<file path="config.mk">
export PLATFORM = sky130hd
export DESIGN_NAME = ska_front
export DESIGN_NICKNAME = d
export VERILOG_FILES = /design/src/hw/rtl/ska_pkg.sv /design/src/hw/rtl/ska_front.sv
export VERILOG_INCLUDE_DIRS = /design/src /design/src/hw/rtl
export SDC_FILE = /design/constraint.sdc
export NUM_CORES = 1
export LEC_CHECK = 0
export BUFFER_PORTS_ARGS = -buffer_cell sky130_fd_sc_hd__clkbuf_2
export CORE_MARGIN = 8
export CORE_UTILIZATION = 35
export DETAILED_ROUTE_END_ITERATION = 16
export PLACE_DENSITY_LB_ADDON = 0.12
export SLEW_MARGIN = 40
export SYNTH_ARGS = -nofsm -noshare
export SYNTH_HDL_FRONTEND = slang
export SYNTH_SLANG_ARGS = --single-unit
</file>
<file path="constraint.sdc">
create_clock -name clk -period 6.1 [get_ports clk]
set_clock_uncertainty 0.1 [all_clocks]
set_input_delay 1.22 -clock clk [delete_from_list [all_inputs] [get_ports clk]]
set_output_delay 1.22 -clock clk [all_outputs]
set_load 0.01 [all_outputs]
</file>
<file path="src/hw/rtl/spline_kernel_accumulator_unit_macros.svh">
// Assertion macros shared by the spline kernel accumulator RTL.
// Depends on nothing; included by the modules that carry assertions.
`ifndef SPLINE_KERNEL_ACCUMULATOR_UNIT_MACROS_SVH
`define SPLINE_KERNEL_ACCUMULATOR_UNIT_MACROS_SVH

`ifndef SYNTHESIS

`define SKA_ASSERT_NOW(label, clk_s, rst_s, ante, cons, msg) \
    label: assert property (@(posedge clk_s) disable iff (!rst_s) (ante) |-> (cons)) \
        else $error(msg);

`define SKA_ASSERT_NEXT(label, clk_s, rst_s, ante, cons, msg) \
    label: assert property (@(posedge clk_s) disable iff (!rst_s) (ante) |=> (cons)) \
        else $error(msg);

`else

`define SKA_ASSERT_NOW(label, clk_s, rst_s, ante, cons, msg)

`define SKA_ASSERT_NEXT(label, clk_s, rst_s, ante, cons, msg)

`endif

`endif

</file>
<file path="src/hw/rtl/ska_pkg.sv">
// Package for the spline kernel accumulator: sizes, types and state codes.
// Depends on nothing; used by every module of the block.
`timescale 1ns / 1ps
`default_nettype none

package ska_pkg;

    localparam int SAMPLE_WIDTH = 16;
    localparam int FRAC_BITS    = 12;
    localparam int ACC_WIDTH    = 48;

    localparam int QUEUE_DEPTH = 4;
    localparam int QPTR_W      = $clog2(QUEUE_DEPTH);
    localparam int QCNT_W      = QPTR_W + 1;

    localparam int SUM_W       = SAMPLE_WIDTH + 1;
    localparam int PROD_W      = 2 * SAMPLE_WIDTH;
    localparam int K3_W        = SAMPLE_WIDTH + 2;
    localparam int T1_W        = 3 * SAMPLE_WIDTH;
    localparam int T2_W        = SUM_W + PROD_W;
    localparam int Q_W         = K3_W + PROD_W;
    localparam int RECIP_SHIFT = SAMPLE_WIDTH + 1;

    localparam int S_BASE = (3 * SAMPLE_WIDTH > 2 * SAMPLE_WIDTH + FRAC_BITS + 1) ?
                            3 * SAMPLE_WIDTH : 2 * SAMPLE_WIDTH + FRAC_BITS + 1;
    localparam int S_W    = ((S_BASE > 3 * FRAC_BITS + 2) ? S_BASE : 3 * FRAC_BITS + 2) + 3;
    localparam int TERM_SHIFT = 2 * FRAC_BITS + 1;
    localparam int TERM_W     = S_W - TERM_SHIFT;
    localparam int ACCX_W     = ((ACC_WIDTH > TERM_W) ? ACC_WIDTH : TERM_W) + 1;

    typedef logic signed [SAMPLE_WIDTH-1:0] sample_t;
    typedef logic        [SAMPLE_WIDTH-1:0] sample_u_t;
    typedef logic signed [SUM_W-1:0]        sum_t;
    typedef logic signed [PROD_W-1:0]       prod_t;
    typedef logic        [PROD_W-1:0]       prod_u_t;
    typedef logic signed [K3_W-1:0]         k3_t;
    typedef logic signed [2:0]              r_t;
    typedef logic signed [T1_W-1:0]         t1_t;
    typedef logic signed [T2_W-1:0]         t2_t;
    typedef logic signed [Q_W-1:0]          q_t;
    typedef logic signed [S_W-1:0]          wide_t;
    typedef logic signed [TERM_W-1:0]       term_t;
    typedef logic signed [ACCX_W-1:0]       accx_t;
    typedef logic signed [ACC_WIDTH-1:0]    acc_t;

    // Reciprocal of three, rounded up, scaled by 2^RECIP_SHIFT.
    localparam sample_u_t RECIP3 =
        SAMPLE_WIDTH'(((64'd1 << RECIP_SHIFT) + 64'd2) / 64'd3);

    localparam r_t    R_TWO    = r_t'(2);
    localparam wide_t ONE_BIAS = wide_t'(1) <<< (3 * FRAC_BITS + 1);
    localparam accx_t ACC_MAX  = accx_t'({1'b0, {(ACC_WIDTH-1){1'b1}}});
    localparam accx_t ACC_MIN  = -ACC_MAX - accx_t'(1);

    typedef struct packed {
        sample_t x;
        sample_t y;
        sample_t m;
        sum_t    sum;
        logic    last;
    } entry_t;

    typedef enum logic [2:0] {
        ST_IDLE,
        ST_PROD,
        ST_CROSS,
        ST_CUBE,
        ST_SCALE,
        ST_TERM,
        ST_ACC
    } back_state_t;

endpackage

`default_nettype wire

</file>
<file path="src/hw/rtl/ska_front.sv">
// Front part of the spline kernel accumulator: takes items, forms min and sum, queues them.
// Depends on ska_pkg and the assertion macros header.
`timescale 1ns / 1ps
`default_nettype none
`include "spline_kernel_accumulator_unit_macros.svh"

module ska_front (
    input  logic              clk,
    input  logic              rst_n,
    input  logic              push,
    output logic              full,
    input  ska_pkg::sample_t  x_elem,
    input  ska_pkg::sample_t  y_elem,
    input  logic              last_elem,
    output logic              head_valid,
    output ska_pkg::entry_t   head,
    input  logic              head_pop
);

    ska_pkg::entry_t                   q_mem_reg [ska_pkg::QUEUE_DEPTH];
    logic [ska_pkg::QPTR_W-1:0]        wr_ptr_reg;
    logic [ska_pkg::QPTR_W-1:0]        wr_ptr_next;
    logic [ska_pkg::QPTR_W-1:0]        rd_ptr_reg;
    logic [ska_pkg::QPTR_W-1:0]        rd_ptr_next;
    logic [ska_pkg::QCNT_W-1:0]        count_reg;
    logic [ska_pkg::QCNT_W-1:0]        count_next;
    logic                              take;
    ska_pkg::entry_t                   entry_next;

    assign full       = (count_reg == ska_pkg::QCNT_W'(ska_pkg::QUEUE_DEPTH));
    assign head_valid = (count_reg != '0);
    assign head       = q_mem_reg[rd_ptr_reg];
    assign take       = push && !full;

    always_comb
    begin
        entry_next.x    = x_elem;
        entry_next.y    = y_elem;
        entry_next.m    = (x_elem < y_elem) ? x_elem : y_elem;
        entry_next.sum  = ska_pkg::sum_t'(x_elem) + ska_pkg::sum_t'(y_elem);
        entry_next.last = last_elem;
    end

    always_comb
    begin
        wr_ptr_next = take ? wr_ptr_reg + 1'b1 : wr_ptr_reg;
        rd_ptr_next = head_pop ? rd_ptr_reg + 1'b1 : rd_ptr_reg;
        count_next  = count_reg + ska_pkg::QCNT_W'(take) - ska_pkg::QCNT_W'(head_pop);
    end

    always_ff @(posedge clk or negedge rst_n)
    begin
        if (!rst_n)
        begin
            wr_ptr_reg <= '0;
            rd_ptr_reg <= '0;
            count_reg  <= '0;
        end
        else
        begin
            wr_ptr_reg <= wr_ptr_next;
            rd_ptr_reg <= rd_ptr_next;
            count_reg  <= count_next;
        end
    end

    always_ff @(posedge clk)
    begin
        if (take)
        begin
            q_mem_reg[wr_ptr_reg] <= entry_next;
        end
    end

    `SKA_ASSERT_NOW(a_count_bound, clk, rst_n, 1'b1,
        count_reg <= ska_pkg::QCNT_W'(ska_pkg::QUEUE_DEPTH), "queue count above depth")
    `SKA_ASSERT_NOW(a_pop_valid, clk, rst_n, head_pop, head_valid, "pop from empty queue")

endmodule

`default_nettype wire

</file>
==> flow_summary.yaml <==
status:
  status: "finished clean"
power:
  power.switching_fraction: 0.305
  p_int_uw: 4280
  total_switching_power_uw: 1880
  pwr-share-seq: 0.436
  share_clk_of_total_power: 0.260
  worst_ir_drop_vdd_mv: 0.241
  p_comb_frac: 0.303
  static-leakage-power_uw: 0.00470
  power_density_mw_per_mm2: 460
global_route:
  antenna_found_initial: 1
  globalRouteTotalUtil: 0.125
  global_route_wire_length_before_repair_um: 37100
  grt_start_max_net_pins: 39
  grt_overflow: 0
  via_count_of_the_first_global_routing_pass: 6207
detailed_routing:
  drt_pass1_iterations: 4
  detail_route.wl_per_cell_um: 21.3
  remaining_drc_errors: 0
  dr_total_vias: 5619
  drt_iter0_drc: 289
  final_antenna_net_count: 0
  finalWirelength_um: 24000
  avgViaCountPerCell: 4.99
logic_synthesis:
  synthesis.area_per_instance_um2: 19.9
  synth_edf_count: 264
  mappedNetlistArea_mm2: 0.0113
  dominant_synthesized_flop_cell: "sky130_fd_sc_hd__edfxtp_1"
  synth_top_cell_area_share: 0.699
  post_synthesis_sequential_element_count: 271
  synth_largest_area_cell: "sky130_fd_sc_hd__edfxtp_1"
  synth_warnings: 0
  netlist_instances: 571
  synth_top_area_cells: "sky130_fd_sc_hd__edfxtp_1, sky130_fd_sc_hd__mux4_2, sky130_fd_sc_hd__ha_1, sky130_fd_sc_hd__dfrtp_1, sky130_fd_sc_hd__mux2_4"
  ys_async_sr_fraction: 0.0258
  synth_fp_nets: 648
  synth-seq-area-share: 0.714
  ys_types: 50
worst_setup_path:
  crit_path_max_fanout: 23
  timing.critical_path.from_type: "flop"
  critPathArrivalTime_ns: 2.65
  critical_path.max_stage_delay_ns: 0.70
  timing.critical_path.slowest_stage_cell: "sky130_fd_sc_hd__dfrtp_4"
  reg2reg_setup_slack_ns: 3.73
  critPathCaptureType: "output port"
  crit_path_cell_trace: "buf_12 -> buf_4 -> mux4_2 -> clkbuf_2"
  critical_path_required_ns: 4.78
  timing.setup.critical_path_class: "flop to output port"
sta:
  max_slew.worst_pin.slew_ns: 0.918
  maxClockFrequency_ghz: 0.252
  finalHoldViolations: 0
  timing.final.setup_violations: 0
  setup-tns-final_ns: 0
  rsz0062_at_grt: "no"
  fin_ws_ns: 2.13
  finalCriticalPeriod_ns: 3.97
  timing.final.max_slew_violations: 0
  slew_headroom: 0.379
  timing.final.crit_share: 0.652
clocking:
  cts-resized-gates: 0
  clk-insertion-delay-late_ns: 0.54
  clock-root-buffer: "sky130_fd_sc_hd__clkbuf_16"
  clk_path_buf_depth: 3
  cts_made_buffers: 29
  clock_sinks: 271
  post_cts_hold_buffer_count: 0
  path_clk_slew_ns: 0.06
  ctsHtreeMaxLevel: 1
  clock_tree_from_tritoncts: "yes"
  cts_setup_buffers: 0
die:
  fp.dieW_um: 196
  die_area_mm2: 0.0384
  ios: 105
  num_rows: 66
  floorplan.initialDensity: 0.352
  chipHeight_um: 196
  placeableCoreArea_mm2: 0.0322
placed_design:
  numPortBuffers: 104
  globalplace.congestion: 0.776
  dp_hpwl_um: 15800
  post-place-ws_ns: 1.74
cells_and_area:
  fillCellCount: 2877
  syn2layout_area_growth_pct: 18.0
  fin_nets: 774
  area_used_by_multi_input_combinational_logic_mm2: 0.00300
  regArea_mm2: 0.00811
  final_layout_size_suffix_gt1_frac: 0.348
  antennaDiodeCount: 0
  largest_register_ffs: 264
run:
  timing.max_cap.violations: 0
worst_hold_path:
  worstHoldPathType: "input pin to async pin"
## synthesized netlist by cell type (7+ instances only)
library cell               count
sky130_fd_sc_hd__xnor2_1      15
sky130_fd_sc_hd__mux2_4       10
sky130_fd_sc_hd__inv_1        36
sky130_fd_sc_hd__o21ai_0       9
sky130_fd_sc_hd__a21oi_1      22
sky130_fd_sc_hd__clkbuf_1     10
sky130_fd_sc_hd__mux4_2       66
sky130_fd_sc_hd__ha_1         38
sky130_fd_sc_hd__nor2_1       10
sky130_fd_sc_hd__edfxtp_1    264
sky130_fd_sc_hd__nand2_1       8
sky130_fd_sc_hd__dfrtp_1       7
## power by group through the flow
stage               logic (uW)  clock network (uW)  registers [uW]
finish                    1870                1600            2690
CTS                       1950                1650            2700
floorplan                 1230                   0            2620
detailed placement        1940                   0            2740
global placement          1790                   0            2780
global route              2040                1720            2730
## path summary, 6_finish.rpt
kind / startpoint / end / depth (start not counted)
max in group asynchronous: rst_n / rd_ptr_reg[1]$_DFFE_PN0P_ / 1
worst max register to register: count_reg[2]$_DFF_PN0_ / count_reg[2]$_DFF_PN0_ / 8
worst min register to register: count_reg[0]$_DFF_PN0_ / count_reg[0]$_DFF_PN0_ / 1
worst max-delay path: rd_ptr_reg[0]$_DFFE_PN0P_ / head[39] / 4
worst min-delay path: rst_n / count_reg[0]$_DFF_PN0_ / 1
min in group clk: count_reg[0]$_DFF_PN0_ / count_reg[0]$_DFF_PN0_ / 1
## metal layers
layer | up-vias | track usage | wire length (um)
li1 | 2541 | - | -
met1 | 2911 | 0.159 | 10400
met2 | 128 | 0.217 | 11900
met3 | 37 | 0.0262 | 1140
met4 | 2 | 0.0317 | 547
met5 | - | 0 | 13
## layout make-up
type	instances	share of cell area
Inverter	36	0.0101
Clock buffer	32	0.0551
Multi-Input combinational cell	242	0.224
Clock inverter	21	0.0103
Timing Repair Buffer	117	0.0561
Tap cell	408	0.0381
Sequential cell	271	0.606
## critical path: cells and delay by family, from the launching register on
kind                   cells  cell delay (ns)
buffers and inverters      3             0.80
DFF                        1             0.70
muxes                      1             0.58
## stage by stage
| step | utilization | hold slack, ns | std cells | area (um^2) | power, uW |
|---|---|---|---|---|---|
| global placement | 0.382 | 0.404 | 1064 | 12300 | 4560 |
| finish | 0.416 | 0.410 | 1127 | 13400 | 6160 |
| global route | 0.416 | 0.404 | 1127 | 13400 | 6480 |
| detailed placement | 0.388 | 0.432 | 1074 | 12500 | 4680 |
| CTS | 0.416 | 0.382 | 1127 | 13400 | 6300 |
| floorplan | - | 0.395 | 571 | 11300 | 3850 |
## cells by family (layout without fill, tap and decap cells)
kind of cell | count (synthesis) | after routing | synth area share
adders and majority gates | 40 | 40 | 0.0454
xor gates and xnor gates | 19 | 19 | 0.0163
AOI/OAI and AO/OA | 53 | 53 | 0.0289
DFF | 271 | 271 | 0.714
muxes | 81 | 81 | 0.149
and+or+nand+nor | 49 | 49 | 0.0238
buffers and inverters | 58 | 206 | 0.0222
## placed cells by master, fill, tap and decap left out, types with 4 or more instances in the layout
master	n
sky130_fd_sc_hd__nand4_1	4
sky130_fd_sc_hd__clkbuf_16	29
sky130_fd_sc_hd__clkinvlp_4	4
sky130_fd_sc_hd__nand2_1	8
sky130_fd_sc_hd__buf_12	9
sky130_fd_sc_hd__xnor2_1	15
sky130_fd_sc_hd__clkbuf_2	104
sky130_fd_sc_hd__inv_1	36
sky130_fd_sc_hd__mux2_4	10
sky130_fd_sc_hd__dfrtp_1	5
sky130_fd_sc_hd__o21ai_0	9
sky130_fd_sc_hd__nor2_1	10
sky130_fd_sc_hd__clkinv_2	6
sky130_fd_sc_hd__mux4_2	66
sky130_fd_sc_hd__edfxtp_1	264
sky130_fd_sc_hd__ha_1	38
sky130_fd_sc_hd__nor2b_1	5
sky130_fd_sc_hd__a21oi_1	22
sky130_fd_sc_hd__o31ai_1	4
sky130_fd_sc_hd__mux2_2	5
sky130_fd_sc_hd__and2_4	4
sky130_fd_sc_hd__clkinv_1	8
Power figures use the tool's default switching activity.
